## src/pcp_pkg.sv

```systemverilog
// ----------------------------------------------------------------------------
// pcp_pkg: shared types and constants of the pinhole camera projection
// Register indexes, reset values, internal widths and status codes.
// ----------------------------------------------------------------------------
package pcp_pkg;

    localparam int FRAC_BITS_DEF  = 16;
    localparam int FIFO_DEPTH_DEF = 4;

    localparam int LOOK_W   = 32;
    localparam int CFG_W    = 32;
    localparam int CFG_IDX_W = 4;
    localparam int OUT_W    = 48;
    localparam int STAT_W   = 2;

    // Rotated components fit in 69 signed bits; one spare bit is kept.
    localparam int ROT_W    = 70;
    localparam int MAG_W    = 69;
    // Quotient bits produced by the divider, and its saturation cap 2^62.
    localparam int QBITS    = 63;
    localparam logic [QBITS-1:0] QCAP = {1'b1, {(QBITS-1){1'b0}}};
    // Width of the signed sum center +/- offset before clamping.
    localparam int RES_W    = 66;
    localparam logic signed [RES_W-1:0] OUT_MAX = {{(RES_W-OUT_W+1){1'b0}}, {(OUT_W-1){1'b1}}};
    localparam logic signed [RES_W-1:0] OUT_MIN = {{(RES_W-OUT_W+1){1'b1}}, {(OUT_W-1){1'b0}}};

    localparam logic [CFG_IDX_W-1:0] REG_QUAT_W        = 4'd0;
    localparam logic [CFG_IDX_W-1:0] REG_QUAT_X        = 4'd1;
    localparam logic [CFG_IDX_W-1:0] REG_QUAT_Y        = 4'd2;
    localparam logic [CFG_IDX_W-1:0] REG_QUAT_Z        = 4'd3;
    localparam logic [CFG_IDX_W-1:0] REG_LINE_SCALE    = 4'd4;
    localparam logic [CFG_IDX_W-1:0] REG_SAMPLE_SCALE  = 4'd5;
    localparam logic [CFG_IDX_W-1:0] REG_LINE_CENTER   = 4'd6;
    localparam logic [CFG_IDX_W-1:0] REG_SAMPLE_CENTER = 4'd7;

    localparam logic [CFG_W-1:0] RST_QUAT_W        = 32'd1073741824;
    localparam logic [CFG_W-1:0] RST_QUAT_X        = 32'd0;
    localparam logic [CFG_W-1:0] RST_QUAT_Y        = 32'd0;
    localparam logic [CFG_W-1:0] RST_QUAT_Z        = 32'd0;
    localparam logic [CFG_W-1:0] RST_LINE_SCALE    = 32'd65536;
    localparam logic [CFG_W-1:0] RST_SAMPLE_SCALE  = 32'd65536;
    localparam logic [CFG_W-1:0] RST_LINE_CENTER   = 32'd122683392;
    localparam logic [CFG_W-1:0] RST_SAMPLE_CENTER = 32'd184025088;

    localparam logic [STAT_W-1:0] ST_OK   = 2'd0;
    localparam logic [STAT_W-1:0] ST_ZERO = 2'd1;
    localparam logic [STAT_W-1:0] ST_SAT  = 2'd2;

    typedef struct packed {
        logic signed [CFG_W-1:0] quat_w;
        logic signed [CFG_W-1:0] quat_x;
        logic signed [CFG_W-1:0] quat_y;
        logic signed [CFG_W-1:0] quat_z;
        logic [CFG_W-1:0]        line_scale;
        logic [CFG_W-1:0]        sample_scale;
        logic [CFG_W-1:0]        line_center;
        logic [CFG_W-1:0]        sample_center;
    } t_cfg;

    typedef struct packed {
        logic signed [ROT_W-1:0] x;
        logic signed [ROT_W-1:0] y;
        logic signed [ROT_W-1:0] z;
    } t_rot;

endpackage

```

## src/pcp_fifo.sv

```systemverilog
// ----------------------------------------------------------------------------
// pcp_fifo: queue between rotation and projection
// Small register queue that lets the two halves stall independently.
// ----------------------------------------------------------------------------
module pcp_fifo import pcp_pkg::*; #(
    parameter int DEPTH = FIFO_DEPTH_DEF
) (
    input  logic i_clk,
    input  logic i_rst_n,
    input  logic i_push,
    input  t_rot i_data,
    output logic o_full,
    input  logic i_pop,
    output logic o_empty,
    output t_rot o_data
);

    localparam int AW = (DEPTH > 1) ? $clog2(DEPTH) : 1;
    localparam int CNT_W = $clog2(DEPTH + 1);

    t_rot             r_mem [DEPTH];
    logic [AW-1:0]    r_wr;
    logic [AW-1:0]    r_rd;
    logic [CNT_W-1:0] r_count;

    assign o_full  = (r_count == CNT_W'(DEPTH));
    assign o_empty = (r_count == '0);
    assign o_data  = r_mem[r_rd];

    always_ff @(posedge i_clk) begin
        if (i_push) begin
            r_mem[r_wr] <= i_data;
        end
    end

    always_ff @(posedge i_clk) begin
        if (!i_rst_n) begin
            r_wr    <= '0;
            r_rd    <= '0;
            r_count <= '0;
        end else begin
            if (i_push) begin
                r_wr <= (r_wr == AW'(DEPTH - 1)) ? '0 : r_wr + 1'b1;
            end
            if (i_pop) begin
                r_rd <= (r_rd == AW'(DEPTH - 1)) ? '0 : r_rd + 1'b1;
            end
            if (i_push && !i_pop) begin
                r_count <= r_count + 1'b1;
            end else if (i_pop && !i_push) begin
                r_count <= r_count - 1'b1;
            end
        end
    end

    a_no_overflow: assert property (@(posedge i_clk) disable iff (!i_rst_n)
        !(i_push && o_full))
        else $error("queue written while full");

    a_no_underflow: assert property (@(posedge i_clk) disable iff (!i_rst_n)
        !(i_pop && o_empty))
        else $error("queue read while empty");

    a_count_up: assert property (@(posedge i_clk) disable iff (!i_rst_n)
        (i_push && !i_pop) |=> (r_count == $past(r_count) + 1'b1))
        else $error("queue fill count lost a word");

endmodule

```

## config.mk

```make
export PLATFORM = sky130hd
export DESIGN_NAME = pcp_fifo
export DESIGN_NICKNAME = d
export VERILOG_FILES = /design/src/pcp_pkg.sv /design/src/pcp_fifo.sv
export SDC_FILE = /design/constraint.sdc
export NUM_CORES = 1
export LEC_CHECK = 0
export BUFFER_PORTS_ARGS = -buffer_cell sky130_fd_sc_hd__buf_2
export CAP_MARGIN = 20
export CELL_PAD_IN_SITES_DETAIL_PLACEMENT = 0
export CELL_PAD_IN_SITES_GLOBAL_PLACEMENT = 1
export CORE_ASPECT_RATIO = 0.5
export CORE_MARGIN = 2
export CORE_UTILIZATION = 46
export CTS_CLUSTER_DIAMETER = 80
export CTS_CLUSTER_SIZE = 14
export DETAILED_ROUTE_END_ITERATION = 8
export PLACE_DENSITY_LB_ADDON = 0.1
export SETUP_SLACK_MARGIN = 0.15
export SYNTH_ARGS = -nofsm -noshare
export SYNTH_HDL_FRONTEND = slang
export SYNTH_SLANG_ARGS = --single-unit
```

## constraint.sdc

```tcl
create_clock -name i_clk -period 6.4 [get_ports i_clk]
set_input_delay 0.32 -clock i_clk [delete_from_list [all_inputs] [get_ports i_clk]]
set_output_delay 0.32 -clock i_clk [all_outputs]
set_load 0.01 [all_outputs]
```

==> results.toml, run 1 <==
[synthesis]
synthFlopType = "edfxtp_1"
synth_top_cell_area_share_pct = 81.42
synth-compound-area-share_pct = 0.06462
synthSimpleGateAreaFrac_pct = 0.2908
synthAdderAreaFrac_pct = 0.3069
yosysWarningCount = 0
ys_seq_area_share_pct = 82.00
synth.distinct_cells = 23
postSynthNetCount = 1362
syn_area_sq_mm = 0.03098
synth.mux.area_fraction_pct = 15.39
synthTopCellsByArea = "edfxtp_1 81%, mux4_2 15%, buf_12 1.4%, dfxtp_1 0.58%, buf_2 0.32%"
avgSynthCellArea_sq_um = 27.15
synth_top_cell_by_area = "edfxtp_1"
synth_xor_area_share_pct = 0.05654
syn_inst = 1141
async_reset_ff_share_pct = 0
synth_enable_flop_cells = 840
synth_top_family_by_area = "multiplexers"
synth-seq-cells = 849

[finish]
layout-drive-gt1-share_pct = 40.19
fin_nets = 2038
final_cell_area_sq_mm = 0.03793
area_growth_syn_to_layout_pct = 22.43
final_core_util_pct = 56.77

[grt]
antenna_found_initial = 3
grt_pass1_vias = 15420
grt_overflow_total = 0
grt_usage_pct = 17.98
grt_pass1_wl_um = 93860
grt_max_degree = 141

[worst_setup_path]
arrival_ps = 3090
critical_path_required_ps = 6080
rrSetupSlack_ps = 4150
reg2reg_to = "r_mem[2][146]"
end_kind = "primary output"
worstSetupStartpointType = "flip-flop"
cp_max_fo = 36
reg2reg_depth = 4
r2r-start = "r_wr[0]"
crit_type = "flip-flop to primary output"

[detailed_routing]
routed-via-count = 14145
vias_per_cell = 5.183
drt_iter0_markers = 818
dr.pass1.iters = 4
wl_per_cell_um = 22.58
wirelength_um = 61630
drc = 0
detail-route-antenna-nets = 0

[placement]
place_hpwl_um = 36140
place.gp.congestion = 0.7195
post_dp_cell_area_sq_mm = 0.03388
port_buffers = 425

[floorplanning]
core_sq_mm = 0.06681
num_io_pins = 426
num_rows = 67
initial_core_util_pct = 46.37
die_w_um = 371.0
die_area_sq_mm = 0.06957
dieHeight_um = 187.5

[timing]
setup_viol = 0
skew_ps = 20.62
tightest_slew_ps = 1065
period_minus_slack_ps = 3412
drv_slew = 0
fmax_mhz = 293.1
hold_violations = 0
maxSlewHeadroom_pct = 28.98
fin_crit_sh_pct = 53.31
rsz0062_at_grt = "false"
fin_tns_setup_ps = 0

[min_path]
hold_depth = 2
holdCritStartpoint = "i_rst_n"
min_to = "r_count[0]"
hold_class = "primary input to flip-flop"

[outcome]
status = "completed"

[clock_network]
numCtsBuffers = 70
post-cts-setup-buffers = 0
cts_max_path_buffers = 3
clkTransAtPathRegs_ps = 60
cts_tree = "done"
h-tree-depth = 3
clkSinkCount = 849
cts_hold_buffers = 210
cts.repair.resized = 0
clock_tree.root_cell = "clkbuf_16"
clk_latency_ps = 590

[power]
power.leakage_nw = 12.67
peakVddDrop_mv = 0.1858
p_per_area_mw_per_mm2 = 300.2

[job]
maxCapViolations = 0
==> cell type report <==
type	count	area [sq um]
Fill cell	4987	28880
Sequential cell	849	25410
Multi-Input combinational cell	241	5002
Timing Repair Buffer	651	4457
Clock buffer	80	1874
Tap cell	897	1122
Clock inverter	4	41.29
Inverter	4	15.01
Antenna cell	3	7.507
==> through the flow <==
step	hold slack (ps)	setup slack (ps)	cells	power, mW
final	39.16	2988	2729	11.39
after global routing	23.84	2799	2729	11.83
after CTS	4.560	2913	2725	11.57
after detailed placement	509.7	3568	2431	7.592
after global placement	481.9	3611	2431	7.558
after floorplan	418.9	489.4	1141	7.195
==> critical path, cell delays in order (launching register included) <==
cell and delay, ps:
dfxtp_4 690, buf_4 550, buf_4 550, mux4_2 410, buf_2 160
==> cell usage after synthesis (2+ instances only) <==
cell	count
nor3_1	2
buf_2	20
ha_1	6
inv_1	4
buf_12	22
and2_1	5
dfxtp_1	9
mux2i_1	4
nor2b_1	5
edfxtp_1	840
mux4_2	210
clkbuf_1	3
==> where the power goes <==
part | switching [mW] | internal [mW] | total (mW)
Combinational | 0.580 | 0.527 | 1.11
Clock | 1.78 | 2.06 | 3.84
Sequential | 0.0643 | 6.38 | 6.44
==> registers in the layout, indices dropped and copies added (netlist names), named ones only <==
name / count
r_count: 3
r_rd: 2
r_mem: 840
r_wr: 2
==> kinds of logic (layout without fill, tap and decap cells) <==
group                      after synthesis  after routing
xor gates and xnor gates                 2              2
and+or+nand+nor                         15             15
muxes                                  214            214
buffers and inverters                   51            739
DFF                                    849            849
adders and majority gates                7              7
AOI/OAI and AO/OA                        3              3
other                                    0              3
==> cells in the final DEF (no fill, tap or decap), types with 2 or more instances in the layout <==
cell / synthesis / final
inv_6: 0 / 2
nor2b_1: 5 / 5
nor3_1: 2 / 2
inv_1: 4 / 4
clkbuf_16: 0 / 74
mux4_2: 210 / 210
dfxtp_1: 9 / 7
buf_2: 20 / 425
edfxtp_1: 840 / 840
ha_1: 6 / 6
mux2i_1: 4 / 4
dfxtp_4: 0 / 2
clkbuf_1: 3 / 6
buf_4: 1 / 8
dlygate4sd3_1: 0 / 210
diode_2: 0 / 3
buf_12: 22 / 7
and2_4: 0 / 4
==> per-layer routing <==
metal	track usage [%]	wire, um
met1	22.04	23490
met4	4.749	1345
met2	33.04	34740
met5	0	0
met3	3.013	2048
==> worst max path at each step <==
stage | end | slack (ps)
final | o_data[115] | 2990
after global routing | o_data[189] | 2800
after CTS | o_data[115] | 2910
after detailed placement | o_data[115] | 3570
after global placement | o_data[91] | 3610
after floorplan | r_mem[0][0] | 490
No activity file was read; power rests on OpenSTA's default activity.
==> inputs of run 2 (changes only) <==
CORE_UTILIZATION = 51   (was 46)
clock period = 3.29 ns   (was 6.4 ns; I/O delays follow)
==> run 2 against run 1 <==
Effect of this change: non-clock buffer count grew 36; global-route usage grew 2.3 points; clock-buffer cell count grew 4; clock skew shrank 1.8 ps; sequential share of layout area shrank 0.66 points; via count grew 1.5%; utilization grew 7.4 points; worst hold slack gained 280 ps; register-to-register slack lost 2900 ps; final area grew 1.0%; combinational power grew 100%; die area shrank 9.6%.
==> results.toml, run 2 (same netlist as run 1, synthesis figures left out) <==
[placement]
place.gp.congestion = 0.7480
post_dp_cell_area_sq_mm = 0.03427
port_buffers = 425
place_hpwl_um = 39090

[grt]
grt_pass1_wl_um = 94510
grt_max_degree = 48
grt_overflow_total = 0
grt_usage_pct = 20.33
grt_pass1_vias = 15557
antenna_found_initial = 1

[detailed_routing]
vias_per_cell = 5.353
wl_met2_um = 35160
wirelength_um = 63210
drc = 0
dr.pass1.iters = 5
met3_length_um = 2252
detail-route-antenna-nets = 0
wl_per_cell_um = 23.56
drt_iter0_markers = 882
routed-via-count = 14363
wl_met1_um = 24320
top_layer_used = "met4"

[power]
peakVddDrop_mv = 0.4187
p_per_area_mw_per_mm2 = 580.4
total_power_mw = 22.24
power.leakage_nw = 12.91
power_frac_comb_pct = 10.1
switching_share_pct = 21.46
p_switching_mw = 4.772
p_seq_share_pct = 56.3
p_int_mw = 17.47
clkPwrFrac_pct = 33.6

[clock_network]
numCtsBuffers = 70
cts_max_path_buffers = 3
clkSinkCount = 849
clock_tree.root_cell = "clkbuf_16"
cts.repair.resized = 0
clk_latency_ps = 590
clkTransAtPathRegs_ps = 60
cts_tree = "done"
h-tree-depth = 3

[timing]
fin_tns_setup_ps = 0
hold_violations = 0
rsz0062_at_grt = "false"
fin_crit_sh_pct = 80.36
maxSlewHeadroom_pct = 42.83
skew_ps = 18.79
period_minus_slack_ps = 2644
drv_slew = 0
fmax_mhz = 378.2
setup_viol = 0
tightest_slew_ps = 857.5

[floorplanning]
num_io_pins = 426
die_w_um = 352.6
die_area_sq_mm = 0.06286
dieHeight_um = 178.3
initial_core_util_pct = 51.92
num_rows = 63
core_sq_mm = 0.05967

[min_path]
hold_class = "primary input to flip-flop"
holdCritStartpoint = "i_data[148]"

[worst_setup_path]
crit_type = "flip-flop to primary output"
critical_path_required_ps = 3130
cpMaxStageDelayCell = "dfxtp_4"
worstSetupStartpointType = "flip-flop"
end_kind = "primary output"
arrival_ps = 2480
slowest_delay_ps = 820
crit_family = "flip-flops"
cp_max_fo = 37
r2r-start = "r_wr[0]"
cp_cell_sequence = "buf_4 -> mux4_2 -> buf_2"
crit_buf_inv = 2

[finish]
fin_nets = 2074
final_core_util_pct = 64.20
top_register = "r_mem"
final_cell_mix = "840 x edfxtp_1, 425 x buf_2, 213 x dlygate4sd3_1"
final_common_cell = "edfxtp_1"
top_regs = "r_mem (840), r_count (3)"
largest_reg_flops = 840
layout-drive-gt1-share_pct = 41.07
area_growth_syn_to_layout_pct = 23.65
final_cell_area_sq_mm = 0.03831

[outcome]
status = "completed"

[job]
maxCapViolations = 0
run 2: repair_timing:
action                    4_1_cts  5_1_grt
setup buffers                   0        0
hold buffers                  213        0
hold endpoints to repair      849        0
run 2: worst paths after layout:
| check | to | slack [ps] | depth (start not counted) |
|---|---|---|---|
| worst max-delay path | o_data[170] | 650 | 3 |
| worst min-delay path | r_mem[1][148] | 320 | 2 |
| worst max register to register | r_mem[3][29] | 1260 | 3 |
| worst min register to register | r_count[2] | 520 | 2 |
run 2: cell type report:
cell class                      count  area, sq um
Antenna cell                        1        2.502
Tap cell                          812         1016
Sequential cell                   849        25410
Fill cell                        4097        21360
Inverter                            4        15.01
Clock inverter                      5        42.54
Clock buffer                       84         1868
Timing Repair Buffer              687         4952
Multi-Input combinational cell    241         5002
run 2: metal layers:
| metal | vias to the layer above | GRT usage [%] |
|---|---|---|
| li1 | 6360 | - |
| met1 | 7617 | 24.79 |
| met2 | 289 | 37.74 |
| met3 | 97 | 3.519 |
| met4 | 0 | 5.627 |
| met5 | - | 0 |
run 2: power groups by stage:
stage                     clock [mW]  sequential [mW]  combinational (mW)
final                           7.47             12.5                2.24
after global placement             0             12.7                2.06
after CTS                       7.70             12.5                2.31
after global routing            8.06             12.6                2.41
after detailed placement           0             12.8                2.09
after floorplan                    0             12.7                1.20
run 2: through the flow:
stage	hold WS, ps	std cells	worst slack (ps)
2_1_floorplan	263.4	1141	819.6
3_3_place_gp	372.8	2380	1213
5_1_grt	294.3	2683	479.3
4_1_cts	270.0	2682	538.7
3_5_place_dp	379.3	2380	1199
6_report	316.2	2683	646.2
